`src/rtl/core/gbn_pkg.sv`:
```
// ----------------------------------------------------------------------------
// gbn_pkg
// Types and constants shared by the Go-Back-N send window modules.
// ----------------------------------------------------------------------------
package gbn_pkg;

  localparam logic [1:0] OP_ACK   = 2'd0;
  localparam logic [1:0] OP_TICK  = 2'd1;
  localparam logic [1:0] OP_LOAD  = 2'd2;
  localparam logic [1:0] OP_SPARE = 2'd3;

  localparam logic [2:0] K_TX      = 3'd0;
  localparam logic [2:0] K_ACK_OK  = 3'd1;
  localparam logic [2:0] K_ACK_DUP = 3'd2;
  localparam logic [2:0] K_ACK_OOR = 3'd3;
  localparam logic [2:0] K_REFUSED = 3'd4;
  localparam logic [2:0] K_IDLE    = 3'd5;

  localparam logic [1:0] ST_EMPTY = 2'd0;
  localparam logic [1:0] ST_SENT  = 2'd1;
  localparam logic [1:0] ST_ACKED = 2'd2;

  localparam logic [1:0] REG_TIMEOUT = 2'd0;
  localparam logic [1:0] REG_START   = 2'd1;
  localparam logic [1:0] REG_WINDOW  = 2'd2;

  localparam int unsigned MAX_RES = 8;

  typedef struct packed {
    logic [1:0]  opcode;
    logic [15:0] ack_seq;
    logic [11:0] payload_len;
    logic [31:0] now_time;
  } in_item_t;

  typedef struct packed {
    logic [2:0]  kind;
    logic [15:0] seq;
    logic [2:0]  slot;
    logic [11:0] pkt_bytes;
    logic        retransmit;
    logic [15:0] window_base;
    logic [15:0] window_next;
    logic [31:0] bytes_total;
    logic        last;
  } out_item_t;

  typedef enum logic [2:0] {
    S_IDLE, S_RD, S_ACK, S_ADV, S_TMO_CHK, S_RESEND, S_OUT
  } fsm_e;

endpackage

```
`src/rtl/core/gbn_if.sv`:
```
// ----------------------------------------------------------------------------
// gbn_if
// Valid/ready channel carrying one payload struct.
// ----------------------------------------------------------------------------
interface gbn_if #(
  parameter type T = logic
);
  logic valid;
  logic ready;
  T     data;
  modport source (output valid, output data, input ready);
  modport sink   (input valid, input data, output ready);
endinterface

```
`src/rtl/core/go_back_n_send_window.sv`:
```
// ----------------------------------------------------------------------------
// go_back_n_send_window
// Go-Back-N sender window: slot table in memory, walked by a sequencer.
// ----------------------------------------------------------------------------
// Usage: requests arrive on in_if (ack, tick, load); each request yields one
// or more result items on out_if, the final one flagged by last. Config
// writes (timeout, start sequence, window size) go through cfg_we_i while
// the block is idle.
// Slot length and time live in one memory of WINDOW entries, read through a
// register. A request is handled one at a time: load, bad ack, empty-window
// tick and unused opcode give a single result; an ok ack walks the slots
// from the base up to the ack; an advance frees the acked slots at the base;
// a tick on an unacked base reads the base entry and checks its timeout; a
// resend sends the outstanding packets, up to MAX_RES. Each slot walked by an
// ack or a resend is read with an address phase, then a data phase.
// Results sit in an output register; a stalled receiver holds the sequencer
// and the next request waits. Reset empties the window: slot states are
// per-slot flops cleared by reset, so no clearing pass is needed.
// ----------------------------------------------------------------------------
module go_back_n_send_window #(
  parameter int unsigned WINDOW      = 8,
  parameter int unsigned MAX_PAYLOAD = 4095
) (
  input  logic        clk_i,
  input  logic        rst_ni,
  input  logic        cfg_we_i,
  input  logic [1:0]  cfg_idx_i,
  input  logic [31:0] cfg_data_i,
  gbn_if.sink         in_if,
  gbn_if.source       out_if
);
  import gbn_pkg::*;

  localparam int unsigned SW = (WINDOW > 1) ? $clog2(WINDOW) : 1;
  localparam int unsigned WEFF = (WINDOW < MAX_RES) ? WINDOW : MAX_RES;

  // memory entry: length and send time; state bits kept in flops (reset)
  logic [43:0] mem [WINDOW];
  logic [43:0] rd_q;
  logic [1:0]  st_q [WINDOW];

  logic [31:0] tmo_q;
  logic [3:0]  win_q;
  logic [15:0] base_q, next_q;
  logic [SW-1:0] bslot_q;
  logic [31:0] tot_q;

  fsm_e        fsm_q, fsm_d;
  in_item_t    it_q;
  logic [15:0] cnt_q;          // walk index
  logic [15:0] lim_q;          // walk end
  logic        ph_q;           // walk read phase: 0 address, 1 data
  out_item_t   o_q;
  logic        ov_q;

  logic [15:0] n;
  logic [15:0] d;
  logic [3:0]  weff;
  logic [SW-1:0] cur_slot;
  logic [SW-1:0] load_slot;
  logic        load_ok;
  logic        adv_more;
  logic [31:0] tmo_eff;
  logic        timed_out;
  logic        rs_last;
  logic [31:0] ack_add;

  assign n = next_q - base_q;
  assign d = it_q.ack_seq - base_q;
  always_comb begin
    weff = win_q;
    if (weff == 4'd0) weff = 4'd1;
    if (32'(weff) > WEFF) weff = 4'(WEFF);
  end

  function automatic logic [SW-1:0] slot_add(logic [SW-1:0] b, logic [15:0] off);
    logic [SW:0] s;
    s = {1'b0, b} + {1'b0, off[SW-1:0]};
    if (s >= (SW+1)'(WINDOW)) s = s - (SW+1)'(WINDOW);
    return s[SW-1:0];
  endfunction

  // offsets stay below WINDOW, so one conditional subtract wraps
  assign cur_slot  = slot_add(bslot_q, cnt_q);
  assign load_slot = slot_add(bslot_q, n);
  assign load_ok   = n < 16'(weff);
  assign adv_more  = (base_q != next_q) && (st_q[bslot_q] == ST_ACKED);
  assign tmo_eff   = (tmo_q == 32'd0) ? 32'd1 : tmo_q;
  assign timed_out = (it_q.now_time - rd_q[31:0]) >= tmo_eff;
  assign rs_last   = (cnt_q + 16'd1 == n) || (cnt_q + 16'd1 == 16'(MAX_RES));
  assign ack_add   = (st_q[cur_slot] == ST_SENT) ? 32'(rd_q[43:32]) : 32'd0;

  assign in_if.ready  = (fsm_q == S_IDLE);
  assign out_if.valid = ov_q;
  assign out_if.data  = o_q;

  logic [11:0] plen_sat;
  always_comb begin
    plen_sat = it_q.payload_len;
    if (32'(plen_sat) > MAX_PAYLOAD) plen_sat = 12'(MAX_PAYLOAD);
  end

  function automatic out_item_t mk(logic [2:0] k, logic [15:0] b, logic [15:0] nx,
                                   logic [31:0] t, logic l);
    out_item_t r;
    r = '0;
    r.kind = k; r.window_base = b; r.window_next = nx; r.bytes_total = t; r.last = l;
    return r;
  endfunction

  function automatic out_item_t mk_tx(logic [15:0] s, logic [SW-1:0] sl,
                                      logic [11:0] bytes, logic re, logic [15:0] b,
                                      logic [15:0] nx, logic [31:0] t, logic l);
    out_item_t r;
    r = mk(K_TX, b, nx, t, l);
    r.seq = s; r.slot = 3'(sl); r.pkt_bytes = bytes; r.retransmit = re;
    return r;
  endfunction

  always_comb begin
    fsm_d = fsm_q;
    case (fsm_q)
      S_IDLE: if (in_if.valid) fsm_d = S_RD;
      S_RD: begin
        if (!ov_q) begin
          case (it_q.opcode)
            OP_ACK:  fsm_d = (d < n) ? S_ACK : S_IDLE;
            OP_TICK: begin
              if (n == 16'd0) fsm_d = S_IDLE;
              else if (st_q[bslot_q] == ST_ACKED) fsm_d = S_ADV;
              else fsm_d = S_TMO_CHK;   // rd_q holds base entry next cycle
            end
            default: fsm_d = S_IDLE;
          endcase
        end
      end
      S_ACK:     if (ph_q && cnt_q == lim_q) fsm_d = S_OUT;
      S_ADV:     if (!adv_more) fsm_d = S_OUT;
      S_TMO_CHK: if (ph_q) fsm_d = timed_out ? S_RESEND : S_OUT;
      S_RESEND:  if (!ov_q && ph_q && rs_last) fsm_d = S_OUT;
      default:   fsm_d = S_IDLE;
    endcase
  end

  always_ff @(posedge clk_i or negedge rst_ni) begin
    if (!rst_ni) fsm_q <= S_IDLE;
    else fsm_q <= fsm_d;
  end

  always_ff @(posedge clk_i) begin
    rd_q <= mem[cur_slot];
    if (fsm_q == S_RD && it_q.opcode == OP_LOAD && load_ok && !ov_q)
      mem[load_slot] <= {plen_sat, it_q.now_time};
    else if (fsm_q == S_RESEND && ph_q && !ov_q)
      mem[cur_slot] <= {rd_q[43:32], it_q.now_time};
  end

  always_ff @(posedge clk_i or negedge rst_ni) begin
    if (!rst_ni) begin
      tmo_q <= 32'd1000; win_q <= 4'd8;
      base_q <= '0; next_q <= '0; bslot_q <= '0; tot_q <= '0;
      ov_q <= 1'b0; cnt_q <= '0; lim_q <= '0; ph_q <= 1'b0;
      it_q <= '0; o_q <= '0;
      for (int i = 0; i < WINDOW; i++) st_q[i] <= ST_EMPTY;
    end else begin
      if (ov_q && out_if.ready) ov_q <= 1'b0;
      if (cfg_we_i) begin
        case (cfg_idx_i)
          REG_TIMEOUT: tmo_q <= cfg_data_i;
          REG_START: begin
            // start sequence only moves an empty window
            if (base_q == next_q) begin
              base_q <= cfg_data_i[15:0]; next_q <= cfg_data_i[15:0];
            end
          end
          REG_WINDOW: win_q <= cfg_data_i[3:0];
          default: ;
        endcase
      end
      case (fsm_q)
        S_IDLE: if (in_if.valid) begin
          it_q <= in_if.data; cnt_q <= '0; ph_q <= 1'b0;
        end
        S_RD: if (!ov_q) begin
          case (it_q.opcode)
            OP_LOAD: begin
              if (load_ok) begin
                st_q[load_slot] <= ST_SENT;
                next_q <= next_q + 16'd1;
                o_q <= mk_tx(next_q, load_slot, plen_sat, 1'b0, base_q,
                             next_q + 16'd1, tot_q, 1'b1);
              end else o_q <= mk(K_REFUSED, base_q, next_q, tot_q, 1'b1);
              ov_q <= 1'b1;
            end
            OP_ACK: begin
              if (d < n) begin
                lim_q <= d;
              end else begin
                o_q <= mk(d[15] ? K_ACK_DUP : K_ACK_OOR, base_q, next_q, tot_q, 1'b1);
                ov_q <= 1'b1;
              end
            end
            OP_TICK: begin
              if (n == 16'd0) begin
                o_q <= mk(K_IDLE, base_q, next_q, tot_q, 1'b1);
                ov_q <= 1'b1;
              end
            end
            default: begin
              o_q <= mk(K_IDLE, base_q, next_q, tot_q, 1'b1);
              ov_q <= 1'b1;
            end
          endcase
        end
        S_ACK: begin
          // ph 0: address cur_slot issued; ph 1: rd_q valid
          if (!ph_q) ph_q <= 1'b1;
          else begin
            ph_q <= 1'b0;
            if (st_q[cur_slot] == ST_SENT) st_q[cur_slot] <= ST_ACKED;
            tot_q <= tot_q + ack_add;
            if (cnt_q == lim_q) begin
              o_q <= mk(K_ACK_OK, base_q, next_q, tot_q + ack_add, 1'b1);
              ov_q <= 1'b1;
            end else cnt_q <= cnt_q + 16'd1;
          end
        end
        S_ADV: begin
          if (adv_more) begin
            st_q[bslot_q] <= ST_EMPTY;
            base_q <= base_q + 16'd1;
            bslot_q <= slot_add(bslot_q, 16'd1);
          end else begin
            o_q <= mk(K_IDLE, base_q, next_q, tot_q, 1'b1);
            ov_q <= 1'b1;
          end
        end
        S_TMO_CHK: begin
          if (!ph_q) ph_q <= 1'b1;
          else begin
            ph_q <= 1'b0;
            if (!timed_out) begin
              o_q <= mk(K_IDLE, base_q, next_q, tot_q, 1'b1);
              ov_q <= 1'b1;
            end
          end
        end
        S_RESEND: begin
          // wait on a stalled output; ph_q as read phase
          if (!ov_q) begin
            if (!ph_q) ph_q <= 1'b1;
            else begin
              ph_q <= 1'b0;
              st_q[cur_slot] <= ST_SENT;
              o_q <= mk_tx(base_q + cnt_q, cur_slot, rd_q[43:32], 1'b1, base_q,
                           next_q, tot_q, rs_last);
              ov_q <= 1'b1;
              if (!rs_last) cnt_q <= cnt_q + 16'd1;
            end
          end
        end
        default: ;
      endcase
    end
  end
endmodule

```
`src/flat_wrapper.sv`:
```
// flat-port wrapper written by rule: the top's interface ports become plain ports
module go_back_n_send_window_flat import gbn_pkg::*;
#(
  parameter int unsigned WINDOW      = 8,
  parameter int unsigned MAX_PAYLOAD = 4095
)
  (clk_i, rst_ni, cfg_we_i, cfg_idx_i, cfg_data_i, in_if_valid, in_if_data, in_if_ready, out_if_valid, out_if_data, out_if_ready);
  gbn_if #(.T(in_item_t)) in_if_i ();
  gbn_if #(.T(out_item_t)) out_if_i ();
  input  logic clk_i;
  input  logic rst_ni;
  input  logic cfg_we_i;
  input  logic [1:0] cfg_idx_i;
  input  logic [31:0] cfg_data_i;
  input wire logic [$bits(in_if_i.valid)-1:0] in_if_valid;
  input wire logic [$bits(in_if_i.data)-1:0] in_if_data;
  output wire logic [$bits(in_if_i.ready)-1:0] in_if_ready;
  output wire logic [$bits(out_if_i.valid)-1:0] out_if_valid;
  output wire logic [$bits(out_if_i.data)-1:0] out_if_data;
  input wire logic [$bits(out_if_i.ready)-1:0] out_if_ready;
  assign in_if_i.valid = in_if_valid;
  assign in_if_i.data = in_if_data;
  assign in_if_ready = in_if_i.ready;
  assign out_if_valid = out_if_i.valid;
  assign out_if_data = out_if_i.data;
  assign out_if_i.ready = out_if_ready;
  go_back_n_send_window #(.WINDOW(WINDOW), .MAX_PAYLOAD(MAX_PAYLOAD)) u_core (.clk_i(clk_i), .rst_ni(rst_ni), .cfg_we_i(cfg_we_i), .cfg_idx_i(cfg_idx_i), .cfg_data_i(cfg_data_i), .in_if(in_if_i), .out_if(out_if_i));
endmodule
```
`config.mk`:
```
export PLATFORM = sky130hd
export DESIGN_NAME = go_back_n_send_window_flat
export DESIGN_NICKNAME = d
export VERILOG_FILES = /design/src/rtl/core/gbn_pkg.sv /design/src/rtl/core/gbn_if.sv /design/src/rtl/core/go_back_n_send_window.sv /design/src/flat_wrapper.sv
export SDC_FILE = /design/constraint.sdc
export NUM_CORES = 1
export LEC_CHECK = 0
export ABC_AREA = 1
export BUFFER_PORTS_ARGS = -buffer_cell sky130_fd_sc_hd__buf_2
export CAP_MARGIN = 25
export CORE_MARGIN = 2
export CORE_UTILIZATION = 55
export DETAILED_ROUTE_END_ITERATION = 10
export GPL_ROUTABILITY_DRIVEN = 0
export PLACE_DENSITY_LB_ADDON = 0.12
export SKIP_LAST_GASP = 1
export SLEW_MARGIN = 5
export SYNTH_ARGS = -nofsm -noshare
export SYNTH_HDL_FRONTEND = slang
export SYNTH_SLANG_ARGS = --single-unit
```
`constraint.sdc`:
```
create_clock -name clk_i -period 4.7 [get_ports clk_i]
set_clock_uncertainty 0.05 [all_clocks]
set_input_delay 0.94 -clock clk_i [delete_from_list [all_inputs] [get_ports clk_i]]
set_output_delay 0.94 -clock clk_i [all_outputs]
set_load 0.05 [all_outputs]
```
After elaboration in Yosys (flattened, before gate mapping)
Memories as Yosys holds them, arrays and structs flattened. A register that Yosys moved wholly into a read port is not among the register bits.
Cells that the tools add are included.
- equal/unequal tests: 35
- bitwise logic cells: 15
- multiplexer cells: 98
- reduce and logical (&&, ||, !) cells: 38
- $lt $le $gt $ge: 13
- add/subtract/negate cells: 14
- operator list (kind ; number):
    two-way mux 100 bit ; 11
    one-hot mux 100 bit (5 select lines) ; 1
    two-way mux 16 bit ; 26
    one-hot mux 100 bit (3 select lines) ; 1
    one-hot mux 16 bit (4 select lines) ; 1
    adder 16 x 1 -> 16 bit, second input constant ; 3
    equality test 16 bit ; 3
    one-hot mux 16 bit (3 select lines) ; 1
    two-way mux 44 bit ; 1
    OR reduction 44 bit ; 1
    two-way mux 3 bit ; 12
    adder 32 bit ; 1
    >= comparator 32 bit ; 1
    logical NOT 32 bit ; 1
    two-way mux 32 bit ; 1
    subtractor 16 bit ; 2
    subtractor 32 bit ; 1
    AND 8 bit ; 3
    >= comparator 4 bit, second input constant ; 6
    inverter 8 bit ; 3
    OR 8 bit ; 3
    two-way mux 1 bit ; 21
    demux 2 bit (select 3 bit) ; 3
    two-way mux 2 bit ; 9
    48 further kinds ; 97
- memories kept: 1
- word-level logic and storage cells: 246
- output and inout bits: 102
- bits in writable memories: 352
- bits in registers: 318
- memory list (memory ; depth ; width ; read ports ; clocked after memory_dff ; write ports ; RTL line ; text):
    u_core.mem ; 8 ; 44 ; 1 ; 1 ; 1 ; go_back_n_send_window.sv:38 ; logic [43:0] mem [WINDOW];

Logic depth before layout (Yosys ltp)
Gate-level depths: netlist (run 1).
- depth in word-level cells: 15
- mapped depth: 33

Worst setup path after synthesis (run 1)
OpenSTA, ideal clock, no wires.
- kind: register to register
- from: register u_core.base_q[2]
- to: memory u_core.mem[4][0], enable pin
- library setup time: 0.446 ns
- data required time: 4.204 ns
- data arrival time: 4.552 ns
- setup slack: -0.347 ns
- path buffers: 1
- stages on the path, launching flop included: 20
- path through: dfrtp_1 -> inv_1 -> ha_1 -> buf_4 -> nand2_1 -> nand2_1 -> inv_1 -> nand3b_1 -> nand2_1 -> inv_1 -> ha_1 -> a21oi_1 -> o21ai_0 -> nor3_2 -> nand3_2 -> nor2_8 -> nand3_4 -> nand2_2 -> nand3_1 -> nor2_1
- word-level cells in the longest chain between the ends: 8
- elaborated cells between the ends (all ways): 15
- ends and longest elaborated chain (item ; RTL line ; text):
    start, declared ; go_back_n_send_window.sv:44 ; logic [15:0] base_q, next_q;
    start signal, assigned ; go_back_n_send_window.sv:173 ; base_q <= cfg_data_i[15:0]; next_q <= cfg_data_i[15:0];
    start signal, assigned ; go_back_n_send_window.sv:231 ; base_q <= base_q + 16'd1;
    subtractor 16 bit (*) ; go_back_n_send_window.sv:68 ; assign n = next_q - base_q;
    less-than comparator 16 x 4 -> 1 bit ; go_back_n_send_window.sv:86 ; assign load_ok = n < 16'(weff);
    logical AND 1 bit (2 in a row) ; go_back_n_send_window.sv:152 ; if (fsm_q == S_RD && it_q.opcode == OP_LOAD && load_ok && !ov_q)
    two-way mux 1 bit ; go_back_n_send_window.sv:152 ;
    two-way mux 1 bit (not written as such) ; go_back_n_send_window.sv:155 ; mem[cur_slot] <= {rd_q[43:32], it_q.now_time};
    OR reduction 44 bit (no line) ; - ;
    two-way mux 3 bit (no line) or two-way mux 1 bit (tied branches) ; - ;
    end, declared ; go_back_n_send_window.sv:38 ;
Mark *: on every way between the ends. The rest lies on a longest branch, timed or not.

Final worst setup path (run 1)
- from: register u_core.it_q[0] in the netlist's numbering
- to: register u_core.o_q (netlist bit u_core.out_if.data[89])
- word-level cells in the longest chain between the ends: 4
- ends and longest elaborated chain (item ; RTL line ; text):
    start, declared ; go_back_n_send_window.sv:49 ; in_item_t it_q;
    start signal, assigned ; go_back_n_send_window.sv:163 ; it_q <= '0; o_q <= '0;
    start signal, assigned ; go_back_n_send_window.sv:182 ; it_q <= in_if.data; cnt_q <= '0; ph_q <= 1'b0;
    subtractor 32 bit ; go_back_n_send_window.sv:89 ; assign timed_out = (it_q.now_time - rd_q[31:0]) >= tmo_eff;
    >= comparator 32 bit ; go_back_n_send_window.sv:89 ;
    != test 2 bit (no line) ; - ;
    AND reduction 11 bit (no line) ; - ;
    end signal, assigned ; go_back_n_send_window.sv:190 ; o_q <= mk_tx(next_q, load_slot, plen_sat, 1'b0, base_q,
    end signal, assigned ; go_back_n_send_window.sv:192 ; end else o_q <= mk(K_REFUSED, base_q, next_q, tot_q, 1'b1);
    end signal, assigned ; go_back_n_send_window.sv:199 ; o_q <= mk(d[15] ? K_ACK_DUP : K_ACK_OOR, base_q, next_q, tot_q, 1'b1);
    end, declared ; go_back_n_send_window.sv:53 ; out_item_t o_q;
No other way between the ends.
A chain may end at the register's enable or synchronous reset.

==> impl_metrics.py, run 1 <==
metrics = {
    "finish": {
        "fin_nets": 4426,
        "fin_util": 0.6383,
        "diodes": 0,
        "drive_gt1_frac": 0.1454,
        "area_growth_pct": 15.22,
    },
    "critical_path": {
        "critical_path_class": "reg -> reg",
        "cp-start-kind": "flop",
        "end_kind": "flop",
        "crit_top_cell": "nand2_1",
        "crit_family": "simple AND/OR/NAND/NOR gates",
        "worst_r2r_endpoint": "u_core.out_if.data[89]",
        "reg2reg_from": "u_core.it_q[0]",
        "crit_fanout": 9,
        "cp.depth": 31,
        "crit_path_top_delay_cell": "dfrtp_1",
        "endpoint": "u_core.out_if.data[89]",
        "ff2ff_path_depth": 31,
        "slowest_delay_ps": 390,
        "critPathBufInv": 5,
        "critical_path_arrival_ps": 4990,
        "cp_data_required_time_ps": 5220,
        "crit_start": "u_core.it_q[0]",
        "rrSetupSlack_ps": 230,
    },
    "cts": {
        "clock-root-buffer": "clkbuf_16",
        "tritoncts": "done",
        "clk_pin_slew_worst_paths_ps": 60,
        "htreeDepth": 3,
        "cts_buffers": 76,
        "clock-sinks": 714,
        "clk_path_buf_depth": 3,
        "worstSkewPairLatency_ps": 630,
    },
    "global_route": {
        "overflow": 0,
        "antenna_found_initial": 1,
        "grt_max_degree": 100,
        "grt_pass1_vias": 27725,
        "track_usage": 0.3065,
        "grt_pass1_wl_mm": 160.3,
    },
    "route": {
        "num_vias": 29539,
        "drtIter0Drc": 3073,
        "drc_errors": 0,
        "wl_per_cell_um": 20.61,
        "dr.pass1.iters": 6,
        "drt_wl_total_mm": 105.1,
        "via_per_inst": 5.791,
        "detail-route-antenna-nets": 0,
    },
    "floorplan": {
        "start_util": 0.5540,
        "io_pins": 203,
        "fp.dieW_um": 261.1,
        "rows": 94,
        "coreArea_um2": 65630,
        "dieArea_um2": 68180,
        "die_h_um": 261.1,
    },
    "yosys": {
        "synthTopCellsByArea": "edfxtp_1 (29%), dfrtp_1 (21%), nand2_1 (10%), ha_1 (5.0%), inv_1 (3.9%)",
        "ys_top_cells_by_count": "nand2_1 (979), inv_1 (374), edfxtp_1 (352)",
        "synth-seq-cells": 714,
        "ys.flop_type": "edfxtp_1",
        "synthArstFlopShare": 0.4454,
        "yosys_warnings": 0,
        "synth_area_per_cell_um2": 9.299,
        "synth-seq-area-share": 0.5341,
        "synth_area_um2": 36360,
        "yosysUniqueCellTypes": 60,
        "synth_edf_count": 352,
        "synth.most_common_cell": "nand2_1",
        "synth.net_count": 4163,
        "synth_top_cell_by_area": "edfxtp_1",
        "syn_inst": 3910,
        "yosysTopAreaCellShare": 0.2907,
    },
    "timing": {
        "hold_viol": 0,
        "setup-violations-final": 0,
        "rsz0062_at_grt": "yes",
        "period_needed_ps": 4471,
        "fin_crit_sh": 0.9512,
        "worst_pin_slew_ps": 953.0,
        "fmax_ghz": 0.2237,
        "drv_slew": 0,
        "relSlewSlack": 0.3579,
    },
    "min_path": {
        "min_path_type": "in -> async",
    },
    "pwr": {
        "totalPowerFinal_mw": 32.59,
        "p_leak_nw": 18.60,
        "ir_worst_vdd_uv": 715.3,
        "power_density_nw_per_um2": 778.1,
    },
    "flow_run": {
        "cap_violations": 0,
    },
    "placed_design": {
        "dp_hpwl_mm": 72.26,
        "numPortBuffers": 202,
    },
    "status": {
        "status": "finished clean",
    },
}
## layout make-up
| type | count | area [µm²] |
|---|---|---|
| Timing Repair Buffer | 320 | 2267 |
| Sequential cell | 714 | 19420 |
| Tap cell | 864 | 1081 |
| Clock buffer | 100 | 2175 |
| Fill cell | 5547 | 23740 |
| Clock inverter | 42 | 435.4 |
| Multi-Input combinational cell | 2660 | 15000 |
| Inverter | 401 | 1510 |
## flip-flops by register name, summed over array words and instances, names as in the netlist, 32 cells and up
name,cells
u_core.out_if.data,100
u_core.tmo_q,32
u_core.mem,352
u_core.rd_q,44
u_core.it_q,50
u_core.tot_q,32
## through the flow
stage	hold slack, ps	setup WS, ps	std cells	cell area [µm²]	TNS (ps)
floorplan	379.1	-347.1	3910	36370	-61090
global placement	396.4	-17.52	4944	38900	-21.60
detailed placement	400.9	-191.3	4945	38920	-7768
CTS	374.5	4.887	5087	41540	0
global route	383.7	-12.16	5101	41890	-42.81
finish	323.2	229.4	5101	41890	0
## cells by family (layout without fill, tap and decap cells)
kind of cell             count (synthesis)  in the layout  synth area share
AO/OA/AOI/OAI                          689            689            0.1119
XOR/XNOR                               133            133           0.03204
adder cells (fa/ha/maj)                152            152           0.05375
buffers and inverters                  536            863           0.05974
flip-flops                             714            714            0.5341
multiplexers                            58             58           0.01793
AND/OR/NAND/NOR                       1628           1628            0.1906
## report_power, final
| group | internal (mW) | switching (mW) |
|---|---|---|
| clock | 3.57 | 2.58 |
| combinational | 5.91 | 11.4 |
| sequential | 8.19 | 0.950 |
| total | 17.7 | 14.9 |
## cells in the final DEF (no fill, tap or decap), types with 8 or more instances in the layout
master | synthesis | routed
dfrtp_1 | 311 | 307
nand2_2 | 11 | 15
mux2_2 | 57 | 57
ha_1 | 145 | 138
buf_12 | 0 | 22
o21a_1 | 12 | 12
nand3_1 | 197 | 196
clkbuf_16 | 0 | 80
a31oi_1 | 15 | 15
o211ai_2 | 10 | 10
o21ai_0 | 233 | 229
dfxtp_1 | 44 | 44
nor2_1 | 247 | 236
nand4_1 | 101 | 101
inv_2 | 13 | 13
nand2_1 | 979 | 973
buf_4 | 9 | 88
edfxtp_1 | 352 | 352
nor4_1 | 16 | 13
nor3_1 | 35 | 34
xor2_1 | 85 | 85
buf_2 | 45 | 201
clkinv_1 | 13 | 22
o211ai_1 | 10 | 10
clkbuf_1 | 63 | 8
o22ai_1 | 24 | 24
o21ai_1 | 52 | 55
inv_1 | 374 | 373
clkbuf_8 | 0 | 14
xnor2_1 | 48 | 48
nor2_2 | 10 | 13
clkinv_2 | 0 | 11
a221oi_1 | 34 | 34
a22oi_1 | 83 | 83
nor2_4 | 3 | 11
a21oi_1 | 181 | 180
## per-layer routing
metal	routed length, µm	vias to the layer above	global-route usage	part of all wire
met3	9020	165	0.04152	0.086
met1	46780	14255	0.4559	0.45
met2	46480	1224	0.4690	0.44
li1	-	13893	-	-
met4	2814	2	0.09533	0.027
met5	10	-	0	0.000095
## worst min path at each step
stage	start	endpoint	slack, ps
finish	rst_ni	u_core.plen_sat[6]	320
global route	rst_ni	u_core.plen_sat[6]	380
CTS	rst_ni	u_core.plen_sat[6]	370
detailed placement	u_core.mem[2][30]	u_core.rd_q[30]	400
global placement	u_core.mem[3][13]	u_core.rd_q[13]	400
floorplan	u_core.mem[3][13]	u_core.rd_q[13]	380
## timing repair
item / 4_1_cts / 5_1_grt
pin swaps: 0 / 13
hold buffers: 0 / 0
cloned: 0 / 3
endpoints found under the setup margin: 97 / 106
buffers inserted: 0 / 10
resized for setup: 5 / 47
No activity file was read; power rests on OpenSTA's default activity.
==> run 2, diff against run 1 <==
--- a/config.mk
+++ b/config.mk
@@ -8,6 +8,7 @@
 export ABC_AREA = 1
 export BUFFER_PORTS_ARGS = -buffer_cell sky130_fd_sc_hd__buf_2
 export CAP_MARGIN = 25
+export CORE_ASPECT_RATIO = 1.75
 export CORE_MARGIN = 2
 export CORE_UTILIZATION = 55
 export DETAILED_ROUTE_END_ITERATION = 10
==> run 2 against run 1 <==
Against the previous run: clock power is 8.3% lower; register-to-register slack worse by 60 ps; clock-buffer cell count is 9 lower; combinational power hardly changed; setup slack worse by 63 ps; utilization is 0.45 points lower; wire length is 3.0% higher; via count is 0.45% lower; largest cell class unchanged.
==> impl_metrics.py, run 2 (synthesis results as in run 1) <==
metrics = {
    "timing": {
        "hold_viol": 0,
        "setup-violations-final": 0,
        "fin_crit_sh": 0.9646,
        "relSlewSlack": 0.3488,
        "fmax_ghz": 0.2206,
        "hold_ws_ps": 271.1,
        "period_needed_ps": 4534,
        "worst_pin_slew_ps": 976.8,
        "rsz0062_at_grt": "yes",
        "final.setup.tns_ps": 0,
        "drv_slew": 0,
    },
    "status": {
        "status": "finished clean",
    },
    "floorplan": {
        "coreArea_um2": 65320,
        "rows": 124,
        "io_pins": 203,
        "fp.dieW_um": 198.4,
        "dieArea_um2": 68260,
        "start_util": 0.5566,
        "die_h_um": 344.1,
    },
    "route": {
        "drtIter0Drc": 2324,
        "detail-route-antenna-nets": 0,
        "via_per_inst": 5.769,
        "wl_per_cell_um": 21.23,
        "drt_wl_total_mm": 108.2,
        "drc_errors": 0,
        "dr.pass1.iters": 6,
        "num_vias": 29406,
    },
    "critical_path": {
        "cp.depth": 21,
        "ff2ff_path_depth": 21,
        "critical_path_class": "reg -> reg",
        "path_cells": "inv_1 -> buf_4 -> ha_1 -> nand2_1 -> nand2_1 -> inv_1 -> nand2_2 -> nand2_1 -> nand2_1 -> inv_1 -> ha_1 -> a21oi_1 -> o21ai_0 -> nor3_2 -> nand3_2 -> nor2_8 -> nand3_4 -> nand2_2 -> nand3_1 -> nor2_4 -> buf_4",
        "critPathBufInv": 5,
        "cp_data_required_time_ps": 4950,
        "crit_family": "simple AND/OR/NAND/NOR gates",
        "slowest_delay_ps": 420,
        "critical_path_arrival_ps": 4790,
        "crit_top_cell": "nand2_1",
        "crit_path_top_delay_cell": "nor3_2",
        "crit_fanout": 15,
        "cp-start-kind": "flop",
        "end_kind": "flop",
    },
    "finish": {
        "largest_register_ffs": 352,
        "top_register": "u_core.mem",
        "drive_gt1_frac": 0.1362,
        "fin_nets": 4414,
        "instances_no_fill": 5097,
        "layout_common_cells": "nand2_1 (975), inv_1 (373), edfxtp_1 (352)",
        "area_growth_pct": 13.86,
        "fin_area_um2": 41400,
        "final_common_cell": "nand2_1",
    },
    "cts": {
        "htreeDepth": 3,
        "cts_hold_buffers": 0,
        "clk_path_buf_depth": 3,
        "worstSkewPairLatency_ps": 650,
        "clock-sinks": 714,
        "clk_pin_slew_worst_paths_ps": 70,
        "clock-root-buffer": "clkbuf_16",
        "cts_buffers": 67,
        "tritoncts": "done",
    },
    "global_route": {
        "overflow": 0,
        "track_usage": 0.3188,
        "grt_pass1_wl_mm": 163.2,
        "grt_pass1_vias": 28771,
        "antenna_found_initial": 4,
        "grt_max_degree": 95,
    },
    "pwr": {
        "ir_worst_vdd_uv": 456.3,
        "power_density_nw_per_um2": 771.1,
        "p_leak_nw": 18.39,
    },
    "placed_design": {
        "placed_cells": 4968,
        "placed_area_um2": 39020,
        "numPortBuffers": 202,
        "dp_hpwl_mm": 77.45,
    },
    "flow_run": {
        "cap_violations": 0,
    },
    "min_path": {
        "min_path_type": "in -> async",
    },
}
## run 2: changes by cell type in the layout (fill, tap and decap cells not counted), moves of 4 or more
cell / delta
ha_4: -4
clkinvlp_4: -5
clkinv_1: -8
o21ai_1: +4
clkinv_2: -4
ha_1: +6
clkbuf_1: +9
clkbuf_8: -7
dfrtp_2: -4
clkbuf_16: -13
dfrtp_1: +4
## run 2: path summary, 6_finish.rpt
path                                     endpoint              from  slack [ps]
max                             u_core.mem[7][12]  u_core.base_q[2]         170
min                        u_core.out_if.data[17]            rst_ni         270
max reg2reg                     u_core.mem[7][12]  u_core.base_q[2]         170
min reg2reg                        u_core.rd_q[2]  u_core.mem[0][2]         400
max in group asynchronous         u_core.st_q[10]            rst_ni        3210
min in group clk_i                 u_core.rd_q[2]  u_core.mem[0][2]         400
## run 2: metrics by stage
stage | setup WS [ps] | utilization | total power, mW
after CTS | 52.62 | 0.6321 | 31.64
after detailed placement | 106.0 | 0.5973 | 25.93
after global routing | -112.6 | 0.6337 | 34.13
after floorplan | -347.1 | - | 20.73
final | 166.2 | 0.6338 | 31.92
after global placement | 204.1 | 0.5973 | 25.67
## run 2: layout make-up
class                   instances  area, µm²
flip-flops and latches        714      19420
diodes                          2      5.005
multi-input cells            2660      14900
fillers                      5540      23920
clock inverters                30      431.7
inverters                     401       1508
clock buffers                  91       1837
repair buffers                317       2200
well taps                     882       1104
## run 2: layer usage
metal	global-route usage	vias up	routed length, µm
li1	-	13863	-
met5	0	-	23
met1	0.3573	14007	39780
met2	0.5644	1172	54010
met4	0.2168	4	8126
met3	0.04019	360	6276
## run 2: report_power, final
group	switching, mW	internal [mW]	total, mW
combinational	11.3	5.74	17.1
sequential	1.05	8.18	9.23
clock	2.46	3.18	5.64
total	14.8	17.1	31.9
## run 2: what timing repair did
item                                    CTS  global route
resized for setup                         0            21
buffers inserted                          0             5
endpoints found under the setup margin    0           136
